**config.mk**
```make
export PLATFORM = sky130hd
export DESIGN_NAME = wave_texture_blit_address_gen_flat
export DESIGN_NICKNAME = d
export VERILOG_FILES = /design/src/design/wtb_pkg.sv /design/src/design/wtb_if.sv /design/src/design/wtb_out_if.sv /design/src/design/wtb_cfg_if.sv /design/src/design/wtb_front.sv /design/src/design/wtb_back.sv /design/src/design/wave_texture_blit_address_gen.sv /design/src/flat_wrapper.sv
export VERILOG_INCLUDE_DIRS = /design/src /design/src/design
export SDC_FILE = /design/constraint.sdc
export NUM_CORES = 2
export LEC_CHECK = 0
export BUFFER_PORTS_ARGS = -buffer_cell sky130_fd_sc_hd__buf_4
export CORE_MARGIN = 10
export CORE_UTILIZATION = 45
export DETAILED_ROUTE_END_ITERATION = 10
export SYNTH_ARGS = -nofsm -noshare
export SYNTH_HDL_FRONTEND = slang
export SYNTH_HIERARCHICAL = 1
export SYNTH_SLANG_ARGS = --single-unit
```
**constraint.sdc**
```tcl
create_clock -name clk -period 9.4 [get_ports clk]
set_clock_uncertainty 0.1 [all_clocks]
set_input_delay 1.88 -clock clk [delete_from_list [all_inputs] [get_ports clk]]
set_output_delay 1.88 -clock clk [all_outputs]
set_load 0.01 [all_outputs]
```
**src/design/wave_texture_blit_address_gen_macros.svh**
```systemverilog
// Assertion helpers used by the address generator back part.
`ifndef WAVE_TEXTURE_BLIT_ADDRESS_GEN_MACROS_SVH
`define WAVE_TEXTURE_BLIT_ADDRESS_GEN_MACROS_SVH

// Implication checked on every clock edge outside reset.
`define WTB_ASSERT_IMP(label, ante, cons, msg) \
  label: assert property (@(posedge clk) disable iff (rst) (ante) |-> (cons)) else $error(msg);

// Implication checked on the edge after the antecedent.
`define WTB_ASSERT_NEXT(label, ante, cons, msg) \
  label: assert property (@(posedge clk) disable iff (rst) (ante) |=> (cons)) else $error(msg);

`endif

```
**src/design/wtb_pkg.sv**
```systemverilog
package wtb_pkg;

  localparam int MAX_SCREEN_DIM  = 2048;
  localparam int MAX_TEXTURE_DIM = 1024;
  localparam int WAVE_TABLE_SIZE = 256;

  localparam logic [2:0] REG_SCREEN_WIDTH   = 3'd0;
  localparam logic [2:0] REG_SCREEN_HEIGHT  = 3'd1;
  localparam logic [2:0] REG_TEXTURE_WIDTH  = 3'd2;
  localparam logic [2:0] REG_TEXTURE_HEIGHT = 3'd3;
  localparam logic [2:0] REG_WAVE_AMPLITUDE = 3'd4;

  localparam logic [1:0] ST_ACCEPTED = 2'd0;
  localparam logic [1:0] ST_CLIPPED  = 2'd1;
  localparam logic [1:0] ST_PIXEL    = 2'd2;
  localparam logic [1:0] ST_IDLE     = 2'd3;

  // Classified command handed from the front part to the back part.
  typedef struct packed {
    logic        advance;
    logic        reject;
    logic [10:0] clip_left;
    logic [11:0] clip_width;
    logic [10:0] dest_row;
    logic [11:0] rows;
    logic [15:0] offset_x;
    logic [15:0] offset_y;
    logic [7:0]  phase;
    logic [7:0]  step;
  } wtb_cmd_t;

  typedef struct packed {
    logic [1:0]  status;
    logic [19:0] src_address;
    logic [21:0] dst_address;
    logic        row_end;
    logic        last;
  } wtb_res_t;

  // Quarter-wave sine, Q1.14.
  function automatic logic [14:0] qsin(input logic [6:0] k);
    logic [14:0] r;
    case (k)
      7'd0: r = 15'd0;      7'd1: r = 15'd402;    7'd2: r = 15'd804;
      7'd3: r = 15'd1205;   7'd4: r = 15'd1606;   7'd5: r = 15'd2006;
      7'd6: r = 15'd2404;   7'd7: r = 15'd2801;   7'd8: r = 15'd3196;
      7'd9: r = 15'd3590;   7'd10: r = 15'd3981;  7'd11: r = 15'd4370;
      7'd12: r = 15'd4756;  7'd13: r = 15'd5139;  7'd14: r = 15'd5520;
      7'd15: r = 15'd5897;  7'd16: r = 15'd6270;  7'd17: r = 15'd6639;
      7'd18: r = 15'd7005;  7'd19: r = 15'd7366;  7'd20: r = 15'd7723;
      7'd21: r = 15'd8076;  7'd22: r = 15'd8423;  7'd23: r = 15'd8765;
      7'd24: r = 15'd9102;  7'd25: r = 15'd9434;  7'd26: r = 15'd9760;
      7'd27: r = 15'd10080; 7'd28: r = 15'd10394; 7'd29: r = 15'd10702;
      7'd30: r = 15'd11003; 7'd31: r = 15'd11297; 7'd32: r = 15'd11585;
      7'd33: r = 15'd11866; 7'd34: r = 15'd12140; 7'd35: r = 15'd12406;
      7'd36: r = 15'd12665; 7'd37: r = 15'd12916; 7'd38: r = 15'd13160;
      7'd39: r = 15'd13395; 7'd40: r = 15'd13623; 7'd41: r = 15'd13842;
      7'd42: r = 15'd14053; 7'd43: r = 15'd14256; 7'd44: r = 15'd14449;
      7'd45: r = 15'd14635; 7'd46: r = 15'd14811; 7'd47: r = 15'd14978;
      7'd48: r = 15'd15137; 7'd49: r = 15'd15286; 7'd50: r = 15'd15426;
      7'd51: r = 15'd15557; 7'd52: r = 15'd15679; 7'd53: r = 15'd15791;
      7'd54: r = 15'd15893; 7'd55: r = 15'd15986; 7'd56: r = 15'd16069;
      7'd57: r = 15'd16143; 7'd58: r = 15'd16207; 7'd59: r = 15'd16261;
      7'd60: r = 15'd16305; 7'd61: r = 15'd16340; 7'd62: r = 15'd16364;
      7'd63: r = 15'd16379; 7'd64: r = 15'd16384;
      default: r = 15'd0;
    endcase
    return r;
  endfunction

  // (sine + 1) in Q.14 for an 8-bit phase, built from the quarter wave.
  function automatic logic [15:0] sine_plus_one(input logic [7:0] p);
    logic [15:0] s;
    logic [7:0]  k;
    k = 8'd0;
    case (p[7:6])
      2'd0: k = p;
      2'd1: k = 8'd128 - p;
      2'd2: k = p - 8'd128;
      default: k = 8'd0 - p;
    endcase
    if (!p[7]) begin
      s = 16'd16384 + {1'b0, qsin(k[6:0])};
    end else begin
      s = 16'd16384 - {1'b0, qsin(k[6:0])};
    end
    return s;
  endfunction

endpackage

```
**src/design/wtb_if.sv**
```systemverilog
interface wtb_in_if;
  logic        valid;
  logic        ready;
  logic        mode;
  logic [11:0] dest_x;
  logic [11:0] dest_y;
  logic [12:0] rect_width;
  logic [12:0] rect_height;
  logic [15:0] tex_offset_x;
  logic [15:0] tex_offset_y;
  logic [7:0]  wave_phase;
  logic [7:0]  wave_step;
  modport source (output valid, mode, dest_x, dest_y, rect_width, rect_height,
                  tex_offset_x, tex_offset_y, wave_phase, wave_step, input ready);
  modport sink (input valid, mode, dest_x, dest_y, rect_width, rect_height,
                tex_offset_x, tex_offset_y, wave_phase, wave_step, output ready);
endinterface

```
**src/design/wtb_out_if.sv**
```systemverilog
interface wtb_out_if;
  logic        valid;
  logic        ready;
  logic [1:0]  status;
  logic [19:0] src_address;
  logic [21:0] dst_address;
  logic        row_end;
  logic        last;
  modport source (output valid, status, src_address, dst_address, row_end, last,
                  input ready);
  modport sink (input valid, status, src_address, dst_address, row_end, last,
                output ready);
endinterface

```
**src/design/wtb_cfg_if.sv**
```systemverilog
interface wtb_cfg_if;
  logic        valid;
  logic        ready;
  logic [2:0]  index;
  logic [15:0] data;
  modport source (output valid, index, data, input ready);
  modport sink (input valid, index, data, output ready);
endinterface

```
**src/design/wtb_front.sv**
```systemverilog
module wtb_front
  import wtb_pkg::*;
(
  input  logic        clk,
  input  logic        rst,
  wtb_in_if.sink      in_ch,
  input  logic [11:0] sw,
  input  logic [11:0] sh,
  output logic        q_valid,
  input  logic        q_ready,
  output wtb_cmd_t    q_cmd
);

  logic signed [13:0] x0, y0, w0, h0, xc, yc, wc, hc, sws, shs;
  logic               rej;
  wtb_cmd_t           cmd;

  assign sws = $signed({2'b00, sw});
  assign shs = $signed({2'b00, sh});

  // Clip the rectangle against the screen.
  always_comb begin
    x0 = 14'(signed'(in_ch.dest_x));
    y0 = 14'(signed'(in_ch.dest_y));
    w0 = 14'(signed'(in_ch.rect_width));
    h0 = 14'(signed'(in_ch.rect_height));
    rej = (x0 >= sws) || (y0 >= shs);
    xc = x0; yc = y0; wc = w0; hc = h0;
    if (xc < 0) begin
      wc = wc + xc;
      xc = '0;
    end
    if (yc < 0) begin
      hc = hc + yc;
      yc = '0;
    end
    if (xc + wc > sws) wc = sws - xc;
    if (yc + hc > shs) hc = shs - yc;
    if (wc <= 0 || hc <= 0) rej = 1'b1;
    cmd.advance    = in_ch.mode;
    cmd.reject     = rej;
    cmd.clip_left  = xc[10:0];
    cmd.clip_width = wc[11:0];
    cmd.dest_row   = yc[10:0];
    cmd.rows       = hc[11:0];
    cmd.offset_x   = in_ch.tex_offset_x;
    cmd.offset_y   = in_ch.tex_offset_y;
    cmd.phase      = in_ch.wave_phase;
    cmd.step       = in_ch.wave_step;
  end

  // Two-entry queue toward the back part.
  wtb_cmd_t   fifo [2];
  logic       wp, rp;
  logic [1:0] cnt;

  assign in_ch.ready = (cnt != 2'd2);
  assign q_valid     = (cnt != 2'd0);
  assign q_cmd       = fifo[rp];

  always_ff @(posedge clk) begin
    if (in_ch.valid && in_ch.ready) fifo[wp] <= cmd;
  end

  always_ff @(posedge clk) begin
    if (rst) begin
      wp <= 1'b0; rp <= 1'b0; cnt <= 2'd0;
    end else begin
      if (in_ch.valid && in_ch.ready) wp <= ~wp;
      if (q_valid && q_ready) rp <= ~rp;
      cnt <= cnt + 2'(in_ch.valid && in_ch.ready) - 2'(q_valid && q_ready);
    end
  end

endmodule

```
**src/design/wtb_back.sv**
```systemverilog
`include "wave_texture_blit_address_gen_macros.svh"
module wtb_back
  import wtb_pkg::*;
(
  input  logic        clk,
  input  logic        rst,
  input  logic        q_valid,
  output logic        q_ready,
  input  wtb_cmd_t    q_cmd,
  input  logic [11:0] sw,
  input  logic [10:0] tw,
  input  logic [10:0] th,
  input  logic [15:0] amp,
  wtb_out_if.source   out_ch
);

  localparam logic [2:0] S_IDLE = 3'd0;
  localparam logic [2:0] S_DIST = 3'd1;
  localparam logic [2:0] S_MOD  = 3'd2;
  localparam logic [2:0] S_PIX  = 3'd3;
  localparam logic [2:0] S_OUT  = 3'd4;

  logic [2:0]  state;
  logic        busy;
  logic [10:0] clip_left, dest_row;
  logic [11:0] clip_width, rows_left, column_count;
  logic [9:0]  source_row, source_column;
  logic [7:0]  phase_now, phase_step;
  logic [15:0] offset_x_held;

  // Shared restoring modulo unit: one quotient bit per cycle.
  logic [16:0] rem;
  logic [15:0] dvd;
  logic [4:0]  bitn;
  logic        mod_row;
  logic        mod_cmd;
  logic [31:0] prod;
  logic [16:0] rem_sh;

  logic        row_end_c, last_c;
  logic [9:0]  col_c, srow_c;
  wtb_res_t    res;
  logic        out_valid;

  assign rem_sh = {rem[15:0], dvd[15]};

  // Column and row are already below the texture size when a pixel is formed.
  always_comb begin
    col_c     = source_column;
    srow_c    = source_row;
    row_end_c = (13'(column_count) + 13'd1 >= 13'(clip_width));
    last_c    = row_end_c && (rows_left <= 12'd1);
  end

  assign q_ready = !out_valid && (state == S_IDLE);
  assign out_ch.valid       = out_valid;
  assign out_ch.status      = res.status;
  assign out_ch.src_address = res.src_address;
  assign out_ch.dst_address = res.dst_address;
  assign out_ch.row_end     = res.row_end;
  assign out_ch.last        = res.last;

  always_ff @(posedge clk) begin
    if (rst) begin
      state <= S_IDLE; busy <= 1'b0; out_valid <= 1'b0;
      clip_left <= '0; clip_width <= '0; dest_row <= '0; rows_left <= '0;
      column_count <= '0; source_row <= '0; source_column <= '0;
      phase_now <= '0; phase_step <= '0; offset_x_held <= '0;
      mod_row <= 1'b0; mod_cmd <= 1'b0; bitn <= '0; rem <= '0; dvd <= '0;
      prod <= '0;
      res <= '0;
    end else begin
      if (out_valid && out_ch.ready) out_valid <= 1'b0;
      case (state)
        S_IDLE: begin
          if (q_valid && q_ready) begin
            if (!q_cmd.advance) begin
              busy <= 1'b0;
              if (q_cmd.reject) begin
                res       <= '{ST_CLIPPED, 20'd0, 22'd0, 1'b0, 1'b0};
                out_valid <= 1'b1;
              end else begin
                res           <= '{ST_ACCEPTED, 20'd0, 22'd0, 1'b0, 1'b0};
                clip_left     <= q_cmd.clip_left;
                clip_width    <= q_cmd.clip_width;
                dest_row      <= q_cmd.dest_row;
                rows_left     <= q_cmd.rows;
                column_count  <= '0;
                source_column <= '0;
                phase_now     <= q_cmd.phase;
                phase_step    <= q_cmd.step;
                offset_x_held <= q_cmd.offset_x;
                dvd <= q_cmd.offset_y; rem <= '0; bitn <= 5'd16;
                mod_row <= 1'b1; mod_cmd <= 1'b1;
                state <= S_MOD;
              end
            end else if (!busy) begin
              res       <= '{ST_IDLE, 20'd0, 22'd0, 1'b0, 1'b0};
              out_valid <= 1'b1;
            end else if (column_count == '0) begin
              prod  <= amp * {16'd0, sine_plus_one(phase_now)};
              state <= S_DIST;
            end else begin
              state <= S_PIX;
            end
          end
        end
        S_DIST: begin
          dvd <= 16'(({1'b0, offset_x_held} + 17'((prod + 32'd2097152) >> 22)) % 17'd65536);
          rem <= {16'd0, ({1'b0, offset_x_held} + 17'((prod + 32'd2097152) >> 22)) >= 17'd65536};
          bitn <= 5'd16; mod_row <= 1'b0; mod_cmd <= 1'b0;
          phase_now <= phase_now + phase_step;
          state <= S_MOD;
        end
        S_MOD: begin
          if (bitn == 5'd0) begin
            if (mod_cmd) begin
              source_row <= rem[9:0];
              out_valid  <= 1'b1;
              state      <= S_IDLE;
            end else if (mod_row) begin
              source_row <= rem[9:0];
              state      <= S_PIX;
            end else begin
              source_column <= rem[9:0];
              state <= S_PIX;
            end
          end else begin
            if (rem_sh >= 17'(mod_row ? th : tw)) rem <= rem_sh - 17'(mod_row ? th : tw);
            else rem <= rem_sh;
            dvd  <= {dvd[14:0], 1'b0};
            bitn <= bitn - 5'd1;
          end
        end
        S_PIX: begin
          // A texture size written mid-command leaves a held row or column
          // that must be reduced before it is used.
          if (11'(source_row) >= th) begin
            dvd <= {6'd0, source_row}; rem <= '0; bitn <= 5'd16;
            mod_row <= 1'b1; mod_cmd <= 1'b0;
            state <= S_MOD;
          end else if (11'(source_column) >= tw) begin
            dvd <= {6'd0, source_column}; rem <= '0; bitn <= 5'd16;
            mod_row <= 1'b0; mod_cmd <= 1'b0;
            state <= S_MOD;
          end else begin
            prod  <= 32'(srow_c) * 32'(tw);
            state <= S_OUT;
          end
        end
        default: begin
          res <= '{ST_PIXEL, 20'(prod + 32'(col_c)),
                   22'(32'(dest_row) * 32'(sw) + 32'(clip_left) + 32'(column_count)),
                   row_end_c, last_c};
          out_valid <= 1'b1;
          if (row_end_c) begin
            column_count <= '0;
            dest_row     <= dest_row + 11'd1;
            rows_left    <= rows_left - 12'd1;
            source_row   <= (11'(srow_c) + 11'd1 >= th) ? 10'd0 : srow_c + 10'd1;
            if (last_c) busy <= 1'b0;
          end else begin
            column_count  <= column_count + 12'd1;
            source_column <= (11'(col_c) + 11'd1 >= tw) ? 10'd0 : col_c + 10'd1;
          end
          state <= S_IDLE;
        end
      endcase
      if (state == S_MOD && bitn == 5'd0 && mod_cmd) busy <= 1'b1;
    end
  end

  `WTB_ASSERT_IMP(a_no_take_while_full, out_valid, !q_ready, "took command with result pending")
  `WTB_ASSERT_NEXT(a_out_hold, out_valid && !out_ch.ready, out_valid, "result dropped")
  `WTB_ASSERT_IMP(a_pixel_busy, state == S_OUT, busy, "pixel while not busy")

endmodule

```
**src/design/wave_texture_blit_address_gen.sv**
```systemverilog
// Wave-distorted tiled texture blit address generator. A rejected start or an
// advance while idle is answered directly from the idle state; an accepted
// start answers once the 16-step bit-serial modulo of tex_offset_y by texture
// height is done. A pixel inside a row passes the pixel and output states; the
// first pixel of a row first passes the distortion state, where the distortion
// product is formed, and the 16-step modulo by texture width. A row or column
// held across a texture size change takes a further 16-step reduction through
// the modulo unit for each held value. The back part takes the next command
// only once its result has been accepted, so it never works on two commands at
// once. A two-entry command queue sits between the clipping front and the
// address back.
module wave_texture_blit_address_gen
  import wtb_pkg::*;
(
  input  logic   clk,
  input  logic   rst,
  wtb_in_if.sink    in_ch,
  wtb_cfg_if.sink   cfg,
  wtb_out_if.source out_ch
);

  logic [11:0] screen_width, screen_height;
  logic [10:0] texture_width, texture_height;
  logic [15:0] wave_amplitude;
  logic [11:0] sw, sh;
  logic [10:0] tw, th;
  logic        q_valid, q_ready;
  wtb_cmd_t    q_cmd;

  assign cfg.ready = 1'b1;

  // Configuration registers.
  always_ff @(posedge clk) begin
    if (rst) begin
      screen_width <= 12'd320; screen_height <= 12'd240;
      texture_width <= 11'd256; texture_height <= 11'd256;
      wave_amplitude <= '0;
    end else if (cfg.valid) begin
      case (cfg.index)
        REG_SCREEN_WIDTH:   screen_width   <= cfg.data[11:0];
        REG_SCREEN_HEIGHT:  screen_height  <= cfg.data[11:0];
        REG_TEXTURE_WIDTH:  texture_width  <= cfg.data[10:0];
        REG_TEXTURE_HEIGHT: texture_height <= cfg.data[10:0];
        REG_WAVE_AMPLITUDE: wave_amplitude <= cfg.data;
        default: ;
      endcase
    end
  end

  // Dimensions clamped to their legal ranges.
  always_comb begin
    sw = (screen_width == '0) ? 12'd1 :
         (screen_width > 12'(MAX_SCREEN_DIM)) ? 12'(MAX_SCREEN_DIM) : screen_width;
    sh = (screen_height == '0) ? 12'd1 :
         (screen_height > 12'(MAX_SCREEN_DIM)) ? 12'(MAX_SCREEN_DIM) : screen_height;
    tw = (texture_width == '0) ? 11'd1 :
         (texture_width > 11'(MAX_TEXTURE_DIM)) ? 11'(MAX_TEXTURE_DIM) : texture_width;
    th = (texture_height == '0) ? 11'd1 :
         (texture_height > 11'(MAX_TEXTURE_DIM)) ? 11'(MAX_TEXTURE_DIM) : texture_height;
  end

  wtb_front u_front (
    .clk(clk), .rst(rst), .in_ch(in_ch), .sw(sw), .sh(sh),
    .q_valid(q_valid), .q_ready(q_ready), .q_cmd(q_cmd)
  );

  wtb_back u_back (
    .clk(clk), .rst(rst), .q_valid(q_valid), .q_ready(q_ready), .q_cmd(q_cmd),
    .sw(sw), .tw(tw), .th(th), .amp(wave_amplitude), .out_ch(out_ch)
  );

endmodule

```
**src/flat_wrapper.sv**
```systemverilog
// flat-port wrapper written by rule: the top's interface ports become plain ports
module wave_texture_blit_address_gen_flat import wtb_pkg::*;
  (clk, rst, in_ch_valid, in_ch_mode, in_ch_dest_x, in_ch_dest_y, in_ch_rect_width, in_ch_rect_height, in_ch_tex_offset_x, in_ch_tex_offset_y, in_ch_wave_phase, in_ch_wave_step, in_ch_ready, cfg_valid, cfg_index, cfg_data, cfg_ready, out_ch_valid, out_ch_status, out_ch_src_address, out_ch_dst_address, out_ch_row_end, out_ch_last, out_ch_ready);
  wtb_in_if in_ch_i ();
  wtb_cfg_if cfg_i ();
  wtb_out_if out_ch_i ();
  input  logic clk;
  input  logic rst;
  input wire logic [$bits(in_ch_i.valid)-1:0] in_ch_valid;
  input wire logic [$bits(in_ch_i.mode)-1:0] in_ch_mode;
  input wire logic [$bits(in_ch_i.dest_x)-1:0] in_ch_dest_x;
  input wire logic [$bits(in_ch_i.dest_y)-1:0] in_ch_dest_y;
  input wire logic [$bits(in_ch_i.rect_width)-1:0] in_ch_rect_width;
  input wire logic [$bits(in_ch_i.rect_height)-1:0] in_ch_rect_height;
  input wire logic [$bits(in_ch_i.tex_offset_x)-1:0] in_ch_tex_offset_x;
  input wire logic [$bits(in_ch_i.tex_offset_y)-1:0] in_ch_tex_offset_y;
  input wire logic [$bits(in_ch_i.wave_phase)-1:0] in_ch_wave_phase;
  input wire logic [$bits(in_ch_i.wave_step)-1:0] in_ch_wave_step;
  output wire logic [$bits(in_ch_i.ready)-1:0] in_ch_ready;
  input wire logic [$bits(cfg_i.valid)-1:0] cfg_valid;
  input wire logic [$bits(cfg_i.index)-1:0] cfg_index;
  input wire logic [$bits(cfg_i.data)-1:0] cfg_data;
  output wire logic [$bits(cfg_i.ready)-1:0] cfg_ready;
  output wire logic [$bits(out_ch_i.valid)-1:0] out_ch_valid;
  output wire logic [$bits(out_ch_i.status)-1:0] out_ch_status;
  output wire logic [$bits(out_ch_i.src_address)-1:0] out_ch_src_address;
  output wire logic [$bits(out_ch_i.dst_address)-1:0] out_ch_dst_address;
  output wire logic [$bits(out_ch_i.row_end)-1:0] out_ch_row_end;
  output wire logic [$bits(out_ch_i.last)-1:0] out_ch_last;
  input wire logic [$bits(out_ch_i.ready)-1:0] out_ch_ready;
  assign in_ch_i.valid = in_ch_valid;
  assign in_ch_i.mode = in_ch_mode;
  assign in_ch_i.dest_x = in_ch_dest_x;
  assign in_ch_i.dest_y = in_ch_dest_y;
  assign in_ch_i.rect_width = in_ch_rect_width;
  assign in_ch_i.rect_height = in_ch_rect_height;
  assign in_ch_i.tex_offset_x = in_ch_tex_offset_x;
  assign in_ch_i.tex_offset_y = in_ch_tex_offset_y;
  assign in_ch_i.wave_phase = in_ch_wave_phase;
  assign in_ch_i.wave_step = in_ch_wave_step;
  assign in_ch_ready = in_ch_i.ready;
  assign cfg_i.valid = cfg_valid;
  assign cfg_i.index = cfg_index;
  assign cfg_i.data = cfg_data;
  assign cfg_ready = cfg_i.ready;
  assign out_ch_valid = out_ch_i.valid;
  assign out_ch_status = out_ch_i.status;
  assign out_ch_src_address = out_ch_i.src_address;
  assign out_ch_dst_address = out_ch_i.dst_address;
  assign out_ch_row_end = out_ch_i.row_end;
  assign out_ch_last = out_ch_i.last;
  assign out_ch_i.ready = out_ch_ready;
  wave_texture_blit_address_gen u_core (.clk(clk), .rst(rst), .in_ch(in_ch_i), .cfg(cfg_i), .out_ch(out_ch_i));
endmodule
```
# ---- Yosys cells after proc, flatten, opt, wreduce, memory -nomap -nowiden
# Memory sizes are Yosys's and may differ from the RTL's. A register that Yosys moved wholly into a read port is not among the register bits.
# Cells that the tools add are included.
dict set report op_classes {
  n_bitwise 7
  reduce_logical 48
  n_mul 3
  muxes 148
  n_addsub 29
  eq_ne 31
  order_cmp 20
}
# operator n
set op_table {}
lappend op_table {{16-bit two-way mux} 20}
lappend op_table {{15-bit two-way mux} 14}
lappend op_table {{32-bit two-way mux} 6}
lappend op_table {{12-bit two-way mux} 12}
lappend op_table {{46-bit two-way mux} 3}
lappend op_table {{10-bit two-way mux} 13}
lappend op_table {{16-bit case mux with 4 select lines} 2}
lappend op_table {{11-bit two-way mux} 9}
lappend op_table {{46-bit case mux with 2 select lines} 1}
lappend op_table {{14-bit two-way mux} 6}
lappend op_table {{32-bit case mux with 2 select lines} 1}
lappend op_table {{12-bit case mux with 2 select lines} 2}
lappend op_table {{45-bit two-way mux} 1}
lappend op_table {{7-bit two-way mux} 6}
lappend op_table {{12-bit logical NOT} 3}
lappend op_table {{32-bit by 22-bit adder with 32-bit output, second input constant} 1}
lappend op_table {{16-bit by 16-bit multiplier with 32-bit output} 1}
lappend op_table {{5-bit two-way mux} 6}
lappend op_table {{10-bit case mux with 3 select lines} 1}
lappend op_table {{13-bit by 12-bit adder with 14-bit output} 2}
lappend op_table {{14-bit adder} 2}
lappend op_table {{14-bit by 13-bit greater-than comparator with 1-bit output} 2}
lappend op_table {{14-bit by 1-bit <= comparator with 1-bit output, second input constant} 2}
lappend op_table {{13-bit by 14-bit subtractor with 14-bit output} 2}
lappend op_table {{other kinds (73)} 168}
dict set report word_totals {
  rom_bits 3840
  in_bits 123
  mem_bits_rw 192
  n_memories 3
  output_inout_bits 49
  ff_bits 298
  word_cells 321
}
# memory depth width read_ports rd_ports_with_merged_regs write_ports line_no
set memory_table {}
lappend memory_table {{(no name shown)} 128 15 1 0 0 wtb_pkg.sv:43} ;# case (k)
lappend memory_table {{(no name shown)} 128 15 1 0 0 wtb_pkg.sv:43}
lappend memory_table {u_core.u_front.fifo 2 96 1 1 1 wtb_front.sv:53} ;# wtb_cmd_t fifo [2];

# ---- Longest topological paths before layout
# An unclocked memory read counts as a cell.
dict set report depth {
  word_depth 30
  mapped_depth 43
  mapped_depth_nobuf 38
}

# ---- By module
# The synthesis kept the hierarchy.
# mod instances area_each_um2 seq_area_each_um2 cells_each
set modules_own_cells {}
lappend modules_own_cells {wtb_back 1 32254.7 4624.4 4017}
lappend modules_own_cells {wtb_front 1 12587.1 5865.6 1088}
lappend modules_own_cells {wave_texture_blit_address_gen 1 2636.3 1241.2 331}

# ---- Least setup slack after synthesis
# No wires, ideal clock.
dict set report synth_path {
  kind {reg2reg}
  start {register u_core.u_back.phase_now[0]}
  end {register u_core.u_back.prod[29]}
  period_less_slack_ps 10461
  arrival_ps 10237
  t_required_ps 9176
  slack_ps -1061
  path_buffers 6
  stages_incl_launch_ff 41
  path_cell_list {dfxtp_1 buf_2 inv_1 ha_1 clkbuf_1 mux2i_1 clkinv_1 ha_1 clkbuf_1 nand2_1 nand2_1 a211oi_2 a31oi_1 o2111ai_1 o31ai_1 or4_1 buf_2 o41a_1 [5 not listed] fa_1 fa_1 fa_1 fa_1 inv_1 fa_1 inv_1 ha_1 clkbuf_1 nand4_1 or2_2 o31a_1 o21ai_0 a21oi_1 o21bai_1 a2111oi_0 a41oi_1 o21ai_0}
}
dict set report synth_between {
  elab_chain_cells 30
  elab_cells_between_ends 41
  classes_between {5 x add/sub; 1 x mul; 33 x mux; 2 x memory}
}
# item line_no
set synth_rtl {}
lappend synth_rtl {{from (decl)} wtb_back.sv:28} ;# logic [7:0] phase_now, phase_step;
lappend synth_rtl {{from (signal assigned)} wtb_back.sv:90} ;# phase_now <= q_cmd.phase;
lappend synth_rtl {{from (signal assigned)} wtb_back.sv:112} ;# phase_now <= phase_now + phase_step;
lappend synth_rtl {{1-bit by 7-bit subtractor with 7-bit output / 7-bit by 1-bit subtractor with 7-bit output (equally long branches)} {wtb_pkg.sv:78, wtb_pkg.sv:80, wtb_pkg.sv:79}}
lappend synth_rtl {{7-bit case mux with 3 select lines (*)} wtb_pkg.sv:76} ;# case (p[7:6])
lappend synth_rtl {{7-bit two-way mux (*)} wtb_back.sv:100} ;# end else if (column_count == '0) begin
lappend synth_rtl {{7-bit two-way mux (*)} wtb_back.sv:97} ;# end else if (!busy) begin
lappend synth_rtl {{7-bit two-way mux (*)} wtb_back.sv:77} ;# if (!q_cmd.advance) begin
lappend synth_rtl {{7-bit two-way mux (*)} wtb_back.sv:76} ;# if (q_valid && q_ready) begin
lappend synth_rtl {{7-bit two-way mux (*)} wtb_back.sv:74} ;# case (state)
lappend synth_rtl {{7-bit two-way mux (*)} wtb_back.sv:64} ;# if (rst) begin
lappend synth_rtl {{[14 not listed]} -}
lappend synth_rtl {{16-bit two-way mux (*)} wtb_back.sv:74}
lappend synth_rtl {{16-bit two-way mux (*)} wtb_back.sv:64}
lappend synth_rtl {{16-bit by 16-bit multiplier with 32-bit output (*)} wtb_back.sv:101} ;# prod <= amp * {16'd0, sine_plus_one(phase_now)};
lappend synth_rtl {{32-bit two-way mux (*)} wtb_back.sv:100}
lappend synth_rtl {{32-bit two-way mux (*)} wtb_back.sv:97}
lappend synth_rtl {{32-bit two-way mux (*)} wtb_back.sv:77}
lappend synth_rtl {{32-bit two-way mux (*)} wtb_back.sv:76}
lappend synth_rtl {{32-bit case mux with 2 select lines (*)} wtb_back.sv:74}
lappend synth_rtl {{to (signal assigned)} wtb_back.sv:101}
lappend synth_rtl {{to (signal assigned)} wtb_back.sv:147} ;# prod <= 32'(srow_c) * 32'(tw);
lappend synth_rtl {{to (decl)} wtb_back.sv:37} ;# logic [31:0] prod;
# Mark *: on every way between the ends. The rest lies on a longest branch, timed or not. The select of a mux whose other input is x is not followed.
# A chain may end at the register's enable or synchronous reset.

# ---- Worst setup path after layout
dict set report layout_path {
  start {register u_core.u_back.phase_now[0]}
  end {register u_core.u_back.prod[17]}
}
# Same word-level chain as after synthesis.

==> metrics.md <==
| Metric | Value |
|---|---|
| Critical Path Start Type | `flip-flop` |
| Static leakage | `24.1 nW` |
| Share of the synthesized area in the top cell type | `16.2%` |
| Post-synth EDFFs | `192` |
| Share of layout cells above drive strength 1 | `13.6%` |
| Synth Warn # | `6` |
| GRT Util Overall | `23.6%` |
| Synth top cells by count | `760 x nand2_1, 612 x inv_1, 456 x ha_1` |
| Synth Flop Type | `dfxtp_1` |
| Fin. max-slew vios | `0` |
| DRT antenna net count | `0` |
| Dpl cell area | `51400 um^2` |
| Compound-Gate Fraction of Synth Area | `approximately 14%` |
| Drt wl/cell | `approximately 20 um` |
| Period utilisation layout | `96.0%` |
| Util after Layout | `51.4%` |
| CP peak stage delay | `0.55 ns` |
| # setup viols final | `0` |
| Nets | `between 6k and 7k` |
| Worst hold slack | `between 0.3 and 0.4 ns` |
| Top Ports | `172` |
| Layout Cells excl Fill | `7089` |
| DR DRC count | `0` |
| DRT iter0 DRCs | `~2.4k` |
| Outcome | `completed` |
| Fill cell count | `9945` |
| Die area | `119000 um^2` |
| DR pass1 iterations | `5` |
| CTS root buf | `clkbuf_16` |
| Core footprint | `approximately 100000 um^2` |
| Synth Instances | `roughly 5.4k` |
| Depth of the CTS H-tree | `2` |
| Simple-Gate Fraction of Synth Area | `17.5%` |
| Vias in the first global route | `39.6k` |
| Pin count of the biggest net entering global routing | `between 80 and 90` |
| Crit end category | `flip-flop` |
| Pwr/cell area | `188 nW/um^2` |
| Crit path DAT | `9.35 ns` |
| Width of the die | `roughly 340 um` |
| CP Data Required Time | `about 9.7 ns` |
| Unique masters post-synth | `110` |
| F_max | `between 100 and 150 MHz` |
| Post-Synth Adder-Cell Area | `around 28%` |
| Multiplexer share of the synthesized area | `3.99%` |
| Minimum clock period | `9.03 ns` |
| Finished Cell Area | `53900 um^2` |
| TritonCTS clock tree | `yes` |
| RSZ-0062 raised after global routing | `true` |
| Slew @ Worst Pin | `1.27 ns` |
| Fin. Hold Viols | `0` |
| GP Congestion | `0.918` |
| Vias/cell | `5.53` |
| First-pass GRT wire length | `223000 um` |
| Total Wirelength | `142000 um` |
| DPL Wire Length | `around 110000 um` |
| Asr flop ratio synth | `0%` |
| # rows | `119` |
| Largest area contributor in the netlist | `fa_1` |
| Slew HR | `14.8%` |
| Most frequent CP cell | `fa_1` |
| Synth area leaders | `fa_1 16%, dfxtp_1 13%, edfxtp_1 12%` |
| Grt total ovfl | `0` |
| Worst-path clk slew | `around 0.070 ns` |
| CP max FO | `9` |
| Port buffer count | `170` |
| Initial Utilization | `a little under half` |
| Inst Count DP | `roughly 7k` |
| Post-synthesis xor/xnor area fraction | `between 3 and 4%` |
| FF+latch count, synth | `just under 500` |
| Kind of critical path | `reg -> reg` |
| Clock sink count | `490` |
| Post-Syn Area per Cell | `around 8.7 um^2` |
| Later-pin clock latency in the skew report | `0.67 ns` |
| Final Worst Setup Slack | `0.373 ns` |
| Mapped Area | `47500 um^2` |
| Initial antenna violation count | `2` |
| Slowest-stage cell, CP | `fa_1` |
| VDD IR-drop max | `about 0.00038 V` |
| Multi-input gate area | `32800 um^2` |
| Register area | `11700 um^2` |
| Via count | `39.2k` |
| Syn Nets | `about 6.4k` |
| Largest family of logic cells by synthesized area | `adder cells` |
| HP Class | `reg -> reg` |
| Die Span Y | `approximately 340 um` |
| CTS Buffer Depth | `3` |
| Seq/Total Area, Yosys | `24.7%` |
| CTS Buf Count | `56` |
| Most common cell in the netlist | `nand2_1` |
| Setup WS pre-CTS | `-0.238 ns` |
| Area Growth Syn to Fin | `13.6%` |
| Max Cap Violations | `0` |
==> repair_timing <==
item                       in CTS  in global routing
pin swaps                       1                 45
hold buffers                    0                  0
setup endpoints to repair      11                 17
cloned                          0                  1
buffers inserted                3                 15
resized for setup              10                 87
==> layer usage <==
metal	vias up	GRT usage [%]	routed length, um
met3	202	2.88	7070
met5	-	0	23
met1	19200	30.8	61900
met4	4	7.21	4330
met2	1020	40.7	68900
li1	18800	-	-
==> area by class of cell <==
type,instances,share of cell area [%]
multi-input cells,4059,60.9
flip-flops and latches,490,21.8
repair buffers,429,6.31
inverters,617,4.30
well taps,1391,3.23
clock buffers,74,2.95
clock inverters,28,0.536
diodes,1,0.00464
==> cell families after synthesis <==
group / after synthesis
adders and majority gates: 841
muxes: 172
other: 1
buffers and inverters: 887
and+or+nand+nor: 1764
xor gates and xnor gates: 212
DFF: 490
AOI/OAI and AO/OA: 1069
==> through the flow <==
step	TNS [ns]	total power [mW]
finish	0	10.2
global route	-0.148	10.8
CTS	0	9.86
detailed placement	-1.24	7.55
global placement	-0.617	7.54
floorplan	0	5.60
==> registers in the layout, indices dropped and copies added (netlist names), 11 cells and up, named ones only <==
register,cells
u_core/screen_width,12
u_core/u_back/dvd,16
u_core/u_back/rem,16
u_core/screen_height,12
u_core/texture_width,11
u_core/texture_height,11
u_core/u_back/out_ch.dst_address,22
u_core/u_back/dest_row,11
u_core/u_back/clip_width,12
u_core/u_back/column_count,12
u_core/u_back/offset_x_held,16
u_core/u_back/out_ch.src_address,20
u_core/u_back/clip_left,11
u_core/wave_amplitude,16
u_core/u_front/fifo,192
u_core/u_back/rows_left,12
u_core/u_back/prod,31
==> placed cells by master, fill, tap and decap left out, types with 10 or more instances in the layout <==
cell | synthesis | final
nand2_1 | 760 | 759
inv_1 | 612 | 610
ha_1 | 456 | 449
buf_4 | 4 | 410
fa_1 | 384 | 380
a21oi_1 | 345 | 339
nor2_1 | 322 | 319
dfxtp_1 | 298 | 294
o21ai_0 | 237 | 228
edfxtp_1 | 192 | 192
and2_1 | 149 | 146
xnor2_1 | 147 | 145
mux2_2 | 111 | 111
nor2b_1 | 108 | 106
nand3_1 | 78 | 76
nor3_1 | 76 | 69
a21o_1 | 67 | 67
and3_1 | 67 | 65
xor2_1 | 64 | 62
clkbuf_16 | 0 | 59
mux2i_1 | 56 | 55
a22oi_1 | 53 | 52
nand2b_1 | 50 | 50
a211oi_1 | 49 | 46
o21a_1 | 34 | 34
a31oi_1 | 35 | 32
nand4_1 | 28 | 28
nor4_1 | 29 | 24
a311oi_1 | 23 | 23
o211ai_1 | 21 | 21
o21bai_1 | 22 | 21
or2_2 | 19 | 19
o31ai_1 | 22 | 19
a211o_1 | 18 | 17
or3_1 | 13 | 13
clkinv_2 | 0 | 12
nand3b_1 | 11 | 11
o21ai_1 | 5 | 10
nor3b_1 | 11 | 10
==> report_power, final <==
part           total, mW  switching, mW  internal (mW)
Combinational       5.20           3.00           2.20
Clock               2.21          0.956           1.26
Sequential          2.74          0.242           2.50
Total               10.2           4.19           5.96
==> worst max-delay path: cells and delay by family (launching register included) <==
| family | cells | cell delay (ns) |
|---|---|---|
| compound gates | 10 | 1.41 |
| xor+xnor | 2 | 0.47 |
| fa+ha+maj | 9 | 3.97 |
| buf+inv | 9 | 0.93 |
| flops | 1 | 0.34 |
| mux | 2 | 0.68 |
| simple gates | 7 | 0.85 |
==> worst paths after layout <==
path / startpoint / to / slack, ns / cells after the start
worst min-delay path: u_core/u_back/out_ch.dst_address[15] / u_core/u_back/out_ch.dst_address[15] / 0.35 / 2
worst min register to register: u_core/u_back/out_ch.dst_address[15] / u_core/u_back/out_ch.dst_address[15] / 0.35 / 2
worst max-delay path: u_core/u_back/phase_now[0] / u_core/u_back/prod[17] / 0.37 / 39
worst max register to register: u_core/u_back/phase_now[0] / u_core/u_back/prod[17] / 0.37 / 39
Power figures use the tool's default switching activity.
